[src/sv/lfps_pkg.sv]
// Shared types, constants and the microcode table of the PID steering block.
package lfps_pkg;

    localparam int SampleBits  = 10;
    localparam int SensorCount = 6;
    localparam int ThreshBits  = 10;
    localparam int GainBits    = 12;
    localparam int DutyBits    = 8;
    localparam int ErrBits     = 4;
    localparam int CfgDataBits = 12;
    localparam int CfgIdxBits  = 3;
    localparam int CmpBits     = (SampleBits > ThreshBits) ? SampleBits : ThreshBits;

    // Shared multiplier operands and product
    localparam int MulABits   = GainBits + 1;
    localparam int MulBBits   = 11;
    localparam int ProdBits   = MulABits + MulBBits;
    localparam int AccBits    = 11;
    localparam int CorrBits   = 10;
    localparam int QShift     = 8;

    // Configuration register indexes
    localparam logic [CfgIdxBits-1:0] CfgThreshold = 3'd0;
    localparam logic [CfgIdxBits-1:0] CfgGainP     = 3'd1;
    localparam logic [CfgIdxBits-1:0] CfgGainI     = 3'd2;
    localparam logic [CfgIdxBits-1:0] CfgGainD     = 3'd3;
    localparam logic [CfgIdxBits-1:0] CfgScale     = 3'd4;
    localparam logic [CfgIdxBits-1:0] CfgBaseDuty  = 3'd5;
    localparam logic [CfgIdxBits-1:0] CfgLostDuty  = 3'd6;

    localparam logic [ThreshBits-1:0] RstThreshold = 10'd850;
    localparam logic [GainBits-1:0]   RstGainP     = 12'd435;
    localparam logic [GainBits-1:0]   RstGainI     = 12'd128;
    localparam logic [GainBits-1:0]   RstGainD     = 12'd768;
    localparam logic [DutyBits-1:0]   RstScale     = 8'd15;
    localparam logic [DutyBits-1:0]   RstBaseDuty  = 8'd200;
    localparam logic [DutyBits-1:0]   RstLostDuty  = 8'd128;

    localparam logic signed [ErrBits-1:0] SensorWeight [SensorCount] =
        '{-4'sd3, -4'sd2, -4'sd1, 4'sd1, 4'sd2, 4'sd3};

    localparam logic signed [ProdBits-1:0] CorrMax = 24'sd255;
    localparam logic signed [ProdBits-1:0] CorrMin = -24'sd255;
    localparam logic signed [ProdBits-1:0] TruncBias = 24'sd255;

    typedef logic [SampleBits-1:0] t_sample;

    typedef struct packed {
        logic [ThreshBits-1:0] threshold;
        logic [GainBits-1:0]   gain_p;
        logic [GainBits-1:0]   gain_i;
        logic [GainBits-1:0]   gain_d;
        logic [DutyBits-1:0]   scale;
        logic [DutyBits-1:0]   base_duty;
        logic [DutyBits-1:0]   lost_duty;
    } t_cfg;

    // Program steps
    typedef logic [2:0] t_step;
    localparam t_step StepIdle  = 3'd0;
    localparam t_step StepMulP  = 3'd1;
    localparam t_step StepMulI  = 3'd2;
    localparam t_step StepMulD  = 3'd3;
    localparam t_step StepSumD  = 3'd4;
    localparam t_step StepScale = 3'd5;
    localparam t_step StepEmit  = 3'd6;
    localparam t_step StepSpare = 3'd7;

    typedef enum logic [2:0] {
        MS_NONE,
        MS_P,
        MS_I,
        MS_D,
        MS_SCALE
    } t_msel;

    typedef enum logic [1:0] {
        AO_HOLD,
        AO_LOAD,
        AO_ADD
    } t_aop;

    typedef struct packed {
        logic  wait_in;   // stay until an input transfer
        t_msel msel;      // multiplier operand pair, product register loads
        t_aop  aop;       // accumulator action on the truncated product
        logic  emit;      // stay until the result register is free, then load it
        t_step next;
    } t_ctrl;

    function automatic t_ctrl ucode(input t_step step);
        t_ctrl w;
        unique case (step)
            StepIdle:  w = '{1'b1, MS_NONE,  AO_HOLD, 1'b0, StepMulP};
            StepMulP:  w = '{1'b0, MS_P,     AO_HOLD, 1'b0, StepMulI};
            StepMulI:  w = '{1'b0, MS_I,     AO_LOAD, 1'b0, StepMulD};
            StepMulD:  w = '{1'b0, MS_D,     AO_ADD,  1'b0, StepSumD};
            StepSumD:  w = '{1'b0, MS_NONE,  AO_ADD,  1'b0, StepScale};
            StepScale: w = '{1'b0, MS_SCALE, AO_HOLD, 1'b0, StepEmit};
            StepEmit:  w = '{1'b0, MS_NONE,  AO_HOLD, 1'b1, StepIdle};
            default:   w = '{1'b0, MS_NONE,  AO_HOLD, 1'b0, StepIdle};
        endcase
        return w;
    endfunction

endpackage

[src/sv/lfps_seq.sv]
// Microcode sequencer: step counter, control word fetch and handshake control.
module lfps_seq
    import lfps_pkg::*;
(
    input  logic  i_clk,
    input  logic  i_rst_n,
    input  logic  i_in_valid,
    input  logic  i_out_stall,
    output t_ctrl o_ctrl,
    output logic  o_in_stall,
    output logic  o_out_valid,
    output logic  o_out_load
);

    t_step r_step;
    t_step n_step;
    logic  r_out_valid;
    logic  n_out_valid;
    t_ctrl w_ctrl;
    logic  w_out_busy;

    assign w_ctrl     = ucode(r_step);
    assign w_out_busy = r_out_valid & i_out_stall;

    always_comb begin
        n_step = w_ctrl.next;
        if (w_ctrl.wait_in && !i_in_valid) begin
            n_step = r_step;
        end else if (w_ctrl.emit && w_out_busy) begin
            n_step = r_step;
        end
    end

    always_comb begin
        o_out_load  = w_ctrl.emit & ~w_out_busy;
        n_out_valid = r_out_valid & i_out_stall;
        if (o_out_load) begin
            n_out_valid = 1'b1;
        end
    end

    always_ff @(posedge i_clk) begin
        if (!i_rst_n) begin
            r_step      <= StepIdle;
            r_out_valid <= 1'b0;
        end else begin
            r_step      <= n_step;
            r_out_valid <= n_out_valid;
        end
    end

    assign o_ctrl      = w_ctrl;
    assign o_in_stall  = ~w_ctrl.wait_in;
    assign o_out_valid = r_out_valid;

endmodule

[src/sv/lfps_dp.sv]
// Datapath: line error, shared multiplier, accumulator, clamps and result register.
module lfps_dp
    import lfps_pkg::*;
(
    input  logic                      i_clk,
    input  logic                      i_rst_n,
    input  t_sample                   i_samples [SensorCount],
    input  t_cfg                      i_cfg,
    input  t_ctrl                     i_ctrl,
    input  logic                      i_take,
    input  logic                      i_load,
    output logic [DutyBits-1:0]       o_left_duty,
    output logic [DutyBits-1:0]       o_right_duty,
    output logic                      o_line_seen,
    output logic signed [ErrBits-1:0] o_line_error
);

    logic signed [ErrBits-1:0]  w_err;
    logic                       w_seen;
    logic signed [ErrBits-1:0]  r_err;
    logic                       r_seen;
    logic signed [ErrBits-1:0]  r_prev;
    logic signed [ErrBits:0]    w_esum;
    logic signed [ErrBits:0]    w_ediff;
    logic signed [MulABits-1:0] w_mul_a;
    logic signed [MulBBits-1:0] w_mul_b;
    logic signed [ProdBits-1:0] r_prod;
    logic signed [ProdBits-1:0] w_biased;
    logic signed [AccBits-1:0]  w_term;
    logic signed [AccBits-1:0]  r_acc;
    logic signed [CorrBits-1:0] w_corr;
    logic signed [CorrBits-1:0] w_left;
    logic signed [CorrBits-1:0] w_right;
    logic [DutyBits-1:0]        w_left_duty;
    logic [DutyBits-1:0]        w_right_duty;

    // Weighted sum over the sensors above threshold
    always_comb begin
        w_err  = '0;
        w_seen = 1'b0;
        for (int k = 0; k < SensorCount; k++) begin
            if (CmpBits'(i_samples[k]) > CmpBits'(i_cfg.threshold)) begin
                w_err  = w_err + SensorWeight[k];
                w_seen = 1'b1;
            end
        end
    end

    assign w_esum  = {r_err[ErrBits-1], r_err} + {r_prev[ErrBits-1], r_prev};
    assign w_ediff = {r_err[ErrBits-1], r_err} - {r_prev[ErrBits-1], r_prev};

    always_comb begin
        unique case (i_ctrl.msel)
            MS_P: begin
                w_mul_a = {1'b0, i_cfg.gain_p};
                w_mul_b = MulBBits'(r_err);
            end
            MS_I: begin
                w_mul_a = {1'b0, i_cfg.gain_i};
                w_mul_b = MulBBits'(w_esum);
            end
            MS_D: begin
                w_mul_a = {1'b0, i_cfg.gain_d};
                w_mul_b = MulBBits'(w_ediff);
            end
            MS_SCALE: begin
                w_mul_a = {{(MulABits-DutyBits){1'b0}}, i_cfg.scale};
                w_mul_b = r_acc;
            end
            default: begin
                w_mul_a = '0;
                w_mul_b = '0;
            end
        endcase
    end

    // Divide by 256 rounding toward zero
    assign w_biased = r_prod + (r_prod[ProdBits-1] ? TruncBias : '0);
    assign w_term   = w_biased[QShift+AccBits-1:QShift];

    always_comb begin
        if (r_prod > CorrMax) begin
            w_corr = CorrBits'(CorrMax);
        end else if (r_prod < CorrMin) begin
            w_corr = CorrBits'(CorrMin);
        end else begin
            w_corr = r_prod[CorrBits-1:0];
        end
        w_left  = $signed({2'b00, i_cfg.base_duty}) + w_corr;
        w_right = $signed({2'b00, i_cfg.base_duty}) - w_corr;
    end

    always_comb begin
        if (w_left[CorrBits-1]) begin
            w_left_duty = '0;
        end else if (w_left[CorrBits-2]) begin
            w_left_duty = '1;
        end else begin
            w_left_duty = w_left[DutyBits-1:0];
        end
        if (w_right[CorrBits-1]) begin
            w_right_duty = '0;
        end else if (w_right[CorrBits-2]) begin
            w_right_duty = '1;
        end else begin
            w_right_duty = w_right[DutyBits-1:0];
        end
        if (!r_seen) begin
            w_left_duty  = i_cfg.lost_duty;
            w_right_duty = i_cfg.lost_duty;
        end
    end

    always_ff @(posedge i_clk) begin
        if (!i_rst_n) begin
            r_prev <= '0;
        end else if (i_load) begin
            r_prev <= r_err;
        end
    end

    always_ff @(posedge i_clk) begin
        if (i_take) begin
            r_err  <= w_err;
            r_seen <= w_seen;
        end
        if (i_ctrl.msel != MS_NONE) begin
            r_prod <= w_mul_a * w_mul_b;
        end
        case (i_ctrl.aop)
            AO_LOAD: r_acc <= w_term;
            AO_ADD:  r_acc <= r_acc + w_term;
            default: r_acc <= r_acc;
        endcase
        if (i_load) begin
            o_left_duty  <= w_left_duty;
            o_right_duty <= w_right_duty;
            o_line_seen  <= r_seen;
            o_line_error <= r_err;
        end
    end

endmodule

[src/sv/line_follow_pid_steer.sv]
// Top level of the PID steering block: configuration registers, sequencer and datapath.
//
//  channel  direction  handshake              payload
//  in       to block   i_in_valid/o_in_stall  i_sample_0 .. i_sample_5
//  out      from block o_out_valid/i_out_stall o_left_duty, o_right_duty,
//                                              o_line_seen, o_line_error
//  cfg      to block   i_cfg_we               i_cfg_index, i_cfg_data
//
// After an input transfer, six microcode steps run before the next input is taken;
// four of them share one 13x11 multiplier for the three gain terms and the scale.
// The result register holds one result; only the final step waits while it is stalled.
// Synchronous active-low reset returns the step counter to idle, empties the result
// register, clears the previous error and loads the register defaults.
module line_follow_pid_steer
    import lfps_pkg::*;
(
    input  logic                      i_clk,
    input  logic                      i_rst_n,
    input  logic                      i_in_valid,
    output logic                      o_in_stall,
    input  logic [SampleBits-1:0]     i_sample_0,
    input  logic [SampleBits-1:0]     i_sample_1,
    input  logic [SampleBits-1:0]     i_sample_2,
    input  logic [SampleBits-1:0]     i_sample_3,
    input  logic [SampleBits-1:0]     i_sample_4,
    input  logic [SampleBits-1:0]     i_sample_5,
    output logic                      o_out_valid,
    input  logic                      i_out_stall,
    output logic [DutyBits-1:0]       o_left_duty,
    output logic [DutyBits-1:0]       o_right_duty,
    output logic                      o_line_seen,
    output logic signed [ErrBits-1:0] o_line_error,
    input  logic                      i_cfg_we,
    input  logic [CfgIdxBits-1:0]     i_cfg_index,
    input  logic [CfgDataBits-1:0]    i_cfg_data
);

    t_cfg    r_cfg;
    t_ctrl   w_ctrl;
    logic    w_take;
    logic    w_out_load;
    t_sample w_samples [SensorCount];

    assign w_samples[0] = i_sample_0;
    assign w_samples[1] = i_sample_1;
    assign w_samples[2] = i_sample_2;
    assign w_samples[3] = i_sample_3;
    assign w_samples[4] = i_sample_4;
    assign w_samples[5] = i_sample_5;

    always_ff @(posedge i_clk) begin
        if (!i_rst_n) begin
            r_cfg.threshold <= RstThreshold;
            r_cfg.gain_p    <= RstGainP;
            r_cfg.gain_i    <= RstGainI;
            r_cfg.gain_d    <= RstGainD;
            r_cfg.scale     <= RstScale;
            r_cfg.base_duty <= RstBaseDuty;
            r_cfg.lost_duty <= RstLostDuty;
        end else if (i_cfg_we) begin
            unique case (i_cfg_index)
                CfgThreshold: r_cfg.threshold <= i_cfg_data[ThreshBits-1:0];
                CfgGainP:     r_cfg.gain_p    <= i_cfg_data[GainBits-1:0];
                CfgGainI:     r_cfg.gain_i    <= i_cfg_data[GainBits-1:0];
                CfgGainD:     r_cfg.gain_d    <= i_cfg_data[GainBits-1:0];
                CfgScale:     r_cfg.scale     <= i_cfg_data[DutyBits-1:0];
                CfgBaseDuty:  r_cfg.base_duty <= i_cfg_data[DutyBits-1:0];
                CfgLostDuty:  r_cfg.lost_duty <= i_cfg_data[DutyBits-1:0];
                default:      r_cfg           <= r_cfg;
            endcase
        end
    end

    assign w_take = i_in_valid & ~o_in_stall;

    lfps_seq u_seq (
        .i_clk       (i_clk),
        .i_rst_n     (i_rst_n),
        .i_in_valid  (i_in_valid),
        .i_out_stall (i_out_stall),
        .o_ctrl      (w_ctrl),
        .o_in_stall  (o_in_stall),
        .o_out_valid (o_out_valid),
        .o_out_load  (w_out_load)
    );

    lfps_dp u_dp (
        .i_clk        (i_clk),
        .i_rst_n      (i_rst_n),
        .i_samples    (w_samples),
        .i_cfg        (r_cfg),
        .i_ctrl       (w_ctrl),
        .i_take       (w_take),
        .i_load       (w_out_load),
        .o_left_duty  (o_left_duty),
        .o_right_duty (o_right_duty),
        .o_line_seen  (o_line_seen),
        .o_line_error (o_line_error)
    );

`ifndef SYNTHESIS
    a_one_scan_in_flight: assert property (@(posedge i_clk) disable iff (!i_rst_n)
        w_take |=> o_in_stall)
        else $error("input taken again straight after a transfer");

    a_load_only_on_emit: assert property (@(posedge i_clk) disable iff (!i_rst_n)
        w_out_load |-> (w_ctrl.emit && o_in_stall))
        else $error("result loaded outside the emit step");

    a_lost_duties_equal: assert property (@(posedge i_clk) disable iff (!i_rst_n)
        (o_out_valid && !o_line_seen) |-> (o_left_duty == o_right_duty))
        else $error("lost line with unequal duties");

    a_lost_error_zero: assert property (@(posedge i_clk) disable iff (!i_rst_n)
        (o_out_valid && !o_line_seen) |-> (o_line_error == '0))
        else $error("lost line with non-zero error");
`endif

endmodule
[config.mk]
export PLATFORM = sky130hd
export DESIGN_NAME = line_follow_pid_steer
export DESIGN_NICKNAME = d
export VERILOG_FILES = /design/src/sv/lfps_pkg.sv /design/src/sv/lfps_seq.sv /design/src/sv/lfps_dp.sv /design/src/sv/line_follow_pid_steer.sv
export SDC_FILE = /design/constraint.sdc
export NUM_CORES = 1
export LEC_CHECK = 0
export CORE_MARGIN = 4
export CORE_UTILIZATION = 43
export CTS_BUF_LIST = sky130_fd_sc_hd__clkbuf_2 sky130_fd_sc_hd__clkbuf_4 sky130_fd_sc_hd__clkbuf_8
export DETAILED_ROUTE_END_ITERATION = 8
export DONT_BUFFER_PORTS = 1
export SYNTH_ARGS = -nofsm -noshare
export SYNTH_HDL_FRONTEND = slang
export SYNTH_SLANG_ARGS = --single-unit
export TNS_END_PERCENT = 1
[constraint.sdc]
create_clock -name i_clk -period 8.7 [get_ports i_clk]
set_clock_uncertainty 0.15 [all_clocks]
set_input_delay 0.435 -clock i_clk [delete_from_list [all_inputs] [get_ports i_clk]]
set_output_delay 0.435 -clock i_clk [all_outputs]
set_load 0.03 [all_outputs]
# == After elaboration in Yosys (flattened, before gate mapping) ==
# Index checks and enable logic that the tools add are counted.
# totals
regBits,139
# op_classes
n_addsub,11
n_reduce_logical,16
bitwise_logic,7
n_lt_le_gt_ge,8
n_mux,21
n_mul,1
eq_ne,18
# ops
cell,n
10-bit case mux with 7 select lines,1
10-bit > comparator,6
8-bit two-way mux,7
12-bit case mux with 4 select lines,1
11-bit case mux with 4 select lines,1
24-bit by 9-bit > comparator with 1-bit output (second input constant),1
24-bit by 9-bit less-than comparator with 1-bit output (second input constant),1
13-bit by 11-bit multiplier with 24-bit output,1
4-bit two-way mux,6
11-bit case mux with 2 select lines,1
3-bit equality test (second input constant),7
10-bit two-way mux,2
19-bit adder,1
3-bit by 2-bit equality test with 1-bit output (second input constant),6
2-bit AND reduction,8
11-bit adder,1
9-bit by 10-bit adder with 10-bit output,1
9-bit by 10-bit subtractor with 10-bit output,1
3-bit by 1-bit equality test with 1-bit output (second input constant),3
4-bit by 2-bit adder with 4-bit output (second input constant),2
4-bit by 3-bit adder with 4-bit output (second input constant),2
3-bit zero test,2
4-bit by 4-bit adder with 5-bit output,1
5-bit OR reduction,1
11 further kinds,18

# == Depth between registers and ports, before layout ==
# depth
depth_word,12
mapped_depth,31
mapped_depth_nobuf,30

# == Hierarchy ==
# From an unflattened synthesis, not the netlist that was laid out.
# unflattened
hier_cells,1476
area_unflattened_um2,13761.9
# modules_own_cells
module,n_inst,seq_area_each_um2,cells_each,area_each_um2
lfps_dp,1,1911.8,1179,10765.3
line_follow_pid_steer,1,1401.3,264,2746.4
lfps_seq,1,80.1,33,250.2

# == Least setup slack after synthesis ==
# Ideal clock, no wire load.
# synth_timing
path_type,register -> register
from,reg u_dp.r_err[0]
to,reg u_dp.r_prod[20] (data pin)
setup_slack_ps,1522
stages_incl_launch_ff,30
path_buffers,1
t_arrival_ps,6768
required_ps,8290
setup_ps,260
cell_sequence,edfxtp_1 > inv_1 > ha_1 > inv_1 > fa_1 > a21oi_1 > nand3b_1 > a31oi_1 > a22oi_1 > nor2_1 > a21oi_1 > clkbuf_1 > or2_2 > fa_1 > fa_1 > inv_1 > fa_1 > fa_1 > inv_1 > fa_1 > inv_1 > ha_1 > a21o_1 > a21o_1 > a21o_1 > a311o_1 > o21ai_0 > nand2b_1 > a211oi_1 > nor2_1
# synth_via
elab_chain_len,3
elab_cells_between_ends,4
cone_classes,add/sub (2); mul (1); mux (1)
# synth_lines
element,line,rtl
from (decl),lfps_dp.sv:20,logic signed [ErrBits-1:0] r_err;
from (signal assigned),lfps_dp.sv:124,r_err <= w_err;
4-bit by 4-bit subtractor with 5-bit output / 4-bit by 4-bit adder with 5-bit output (equally long branches),"lfps_dp.sv:50, lfps_dp.sv:49",
11-bit case mux with 4 select lines (*),lfps_dp.sv:53,unique case (i_ctrl.msel)
13-bit by 11-bit multiplier with 24-bit output (*),lfps_dp.sv:128,r_prod <= w_mul_a * w_mul_b;
to (signal assigned),lfps_dp.sv:128,
to (decl),lfps_dp.sv:27,logic signed [ProdBits-1:0] r_prod;
# Mark *: on every way between the ends. The rest lies on a longest branch, timed or not.
# A chain may end at the register's enable or synchronous reset.

# == Worst setup path after layout ==
# layout_timing
from,reg u_dp.r_err[0]
to,reg u_dp.r_prod[23] (data pin)
# The elaborated chain is that of the path after synthesis.

==> metrics <==
# DRC 0; clock share of power 26.6%; switch share 38.6%; register share of total power 37.6%; syn_area_per_cell 8.79 um^2; Ports 103; drt via density 5.35; Reg-to-Reg Start u_dp.r_err[0]$_DFFE_PP_; setup TNS 0 ps; Post-Syn Area 13300 um^2; slack of the worst reg-to-reg path 730 ps; Tmin final 7970 ps; Layout area overhead 7.61%; GP Congestion 0.882; Top FF cell, synth dfxtp_1; min-delay worst type in -> reg; VDD IR-drop max 96.5 uV; port buffer count 0; status finished, final reports clean; Worst Setup EP u_dp.r_prod[23]$_DFFE_PP_; Fin. Hold Viols 0; post-CTS resize count 0; CTS buffer count 17; GRT Util Overall 20.5%; Netlist cell types 73; Antenna Nets Post-Route 0; clock buffer depth 2; Ys Warns 0; DR iter-0 viols 692; Final Power 2130 uW; synthesized flop and latch total 139; Net Sw Power 823 uW; register area 3390 um^2; Root Buffer Master clkbuf_8; Synth Instances 1512; Critical Path Fanout Max 13; critical register-to-register path endpoint u_dp.r_prod[23]$_DFFE_PP_; die height 184 um; largest net degree at the start of global routing 57; Tcrit/Tclk final 91.6%; total wire length 33.5 mm; Congestion Overflow GR 0; RSZ-0062 raised after global routing no; Antenna diodes 0; WP data required 8770 ps; TritonCTS clock tree yes; Slew Viols, Final 0; Multi-input gate area 9060 um^2; Post-synth ARST share 0%; Startpoint Class flip-flop; Yosys top cell area share 16.8%; Synth area leader ha_1; Finished Layout Cells 1929; Post-CTS Setup Bufs 0; vias in the first global route 10500; Arr. time, crit path 8040 ps; Setup WS pre-CTS 743 ps; sequential-to-total area share from yosys stat 25.5%; P_leak 0.00667 uW; worst skew pair latency 480 ps; Internal 1310 uW; Clock transition at path regs 90 ps; Max-Cap Viols 0; layout cells sized above 1 5.74%; R2R cell count 25; combinational share of power 35.9%; number of synthesized flops with an enable pin 61; Syn Nets 1866; final-report setup violation count 0; initial antenna violation count 0; H-tree depth 4; kind of critical path reg -> reg; Final WS setup 729 ps; CTS Sinks 139; initial core utilization 43.6%; total core area 30500 um^2; Die ar. 33800 um^2; # rows 64; Die X 184 um; relative slew slack 26.8%; Fmax achieved 125 MHz; placed instance count 1883; Fillers 2922; crit path launch u_dp.r_err[0]$_DFFE_PP_; first-pass GRT wire length 55.1 mm; Pwr Density 149 nW/um^2; kind of end point of the critical path flip-flop; Avg WL per Cell 17.4 um; Least-Margin Pin Slew 1090 ps; nets 1874; synth top area cells ha_1 (17%), fa_1 (14%), edfxtp_1 (14%); routed vias 10300; DPL Wire Length 26.4 mm; 1st-pass router iterations 5
metal layers:
metal  wire, um  vias to the layer above  track usage (%)
li1           -                     5127                -
met1      15200                     4876             27.2
met2      15800                      253             33.9
met3       1450                       60             3.48
met4       1050                        0             7.28
met5          0                        -                0
cell usage in the layout (no fill, tap or decap), types with 6 or more instances in the layout:
master,count
dlygate4sd3_1,14
o21ai_0,27
xnor2_1,39
o2bb2ai_1,7
o211ai_1,12
clkbuf_8,17
inv_1,184
nor2_1,131
nor2b_1,17
xor2_1,18
nand3_1,37
dfxtp_1,78
a21oi_1,121
a22oi_1,13
nand2_1,223
a22o_1,9
a211oi_1,6
and3_1,14
nand2b_1,21
o21bai_1,8
o21a_1,10
nor3_1,11
mux2_2,16
or2_2,10
a21o_1,34
nor4_1,7
nand4_1,10
ha_1,179
mux2i_1,7
fa_1,95
edfxtp_1,61
buf_4,13
logic make-up (layout without fill, tap and decap cells):
kind of cell | after synthesis | in the layout | share of synthesized area, %
simple gates | 503 | 503 | 16.8
compound gates | 291 | 291 | 14.4
fa+ha+maj | 274 | 274 | 31.1
buf+inv | 223 | 244 | 6.31
flops | 139 | 139 | 25.5
xor+xnor | 59 | 59 | 4.00
mux | 23 | 23 | 1.88
metrics by stage:
stage / hold slack [ps] / area [um^2] / utilization, %
after floorplan: 283 / 13300 / -
after global placement: 289 / 13700 / 45.1
after detailed placement: 296 / 13700 / 45.1
after CTS: 80.7 / 14300 / 46.9
after global routing: 96.2 / 14300 / 46.9
final: 109 / 14300 / 46.9
cells in the mapped netlist (12+ instances only):
master and count:
a21o_1 34, xor2_1 18, dfxtp_1 78, fa_1 95, a21oi_1 121, o211ai_1 12
nand2b_1 21, nor2b_1 17, a22oi_1 13, clkbuf_1 30, mux2_2 16, o21ai_0 27
xnor2_1 39, nand2_1 223, and3_1 14, inv_1 184, nor2_1 131, nand3_1 37
edfxtp_1 61, ha_1 179
flip-flops by register name (all words and copies together) (netlist names), 3 cells and up:
| name | flops |
|---|---|
| u_dp.o_right_duty | 8 |
| u_dp.o_line_error | 4 |
| u_dp.r_err | 4 |
| u_dp.r_acc | 11 |
| u_dp.r_prev | 4 |
| r_cfg | 70 |
| u_seq.r_step | 3 |
| u_dp.o_left_duty | 8 |
| u_dp.r_prod | 24 |
power groups by stage:
stage / registers [uW] / clock network [uW] / logic, uW
after floorplan: 794 / 0 / 594
after global placement: 814 / 0 / 734
after detailed placement: 815 / 0 / 749
after CTS: 800 / 579 / 769
after global routing: 806 / 608 / 877
final: 801 / 567 / 764
final cells by class:
cell class              instances  share of cell area [%]
multi-input cells            1150                    63.3
flip-flops and latches        139                    23.7
inverters                     185                    4.85
well taps                     396                    3.46
repair buffers                 27                    1.66
clock buffers                  17                    1.64
clock inverters                15                    1.33
worst min-delay path by stage:
| stage | startpoint | endpoint | slack (ps) | cells past startpoint |
|---|---|---|---|---|
| 2_1_floorplan | r_cfg[24]$_SDFFE_PN0P_ | r_cfg[24]$_SDFFE_PN0P_ | 280 | 2 |
| 3_3_place_gp | r_cfg[29]$_SDFFE_PN0P_ | r_cfg[29]$_SDFFE_PN0P_ | 290 | 2 |
| 3_5_place_dp | r_cfg[40]$_SDFFE_PN0P_ | r_cfg[40]$_SDFFE_PN0P_ | 300 | 2 |
| 4_1_cts | i_out_stall | u_seq.o_out_valid$_SDFF_PN0_ | 80 | 2 |
| 5_1_grt | i_out_stall | u_seq.o_out_valid$_SDFF_PN0_ | 100 | 2 |
| 6_report | i_out_stall | u_seq.o_out_valid$_SDFF_PN0_ | 110 | 2 |
critical path, cell delays in order, from the launching register on:
cell,delay [ps]
edfxtp_1,440
inv_1,100
ha_1,140
inv_1,60
fa_1,380
a21oi_1,160
nand3b_1,80
a31oi_1,170
a22oi_1,80
nor2_1,560
a21oi_1,370
or2_2,390
fa_1,510
fa_1,490
inv_1,50
fa_1,500
fa_1,540
inv_1,50
fa_1,520
inv_1,40
ha_1,240
o41ai_1,690
o21ai_1,290
a311oi_1,410
o21ai_1,150
xnor2_1,150
timing repair:
| item | CTS | global route |
|---|---|---|
| endpoints found under the hold margin | 70 | 0 |
| hold buffers | 14 | 0 |
| endpoints found under the setup margin | 0 | 0 |
(Power assumes the default switching activity.)
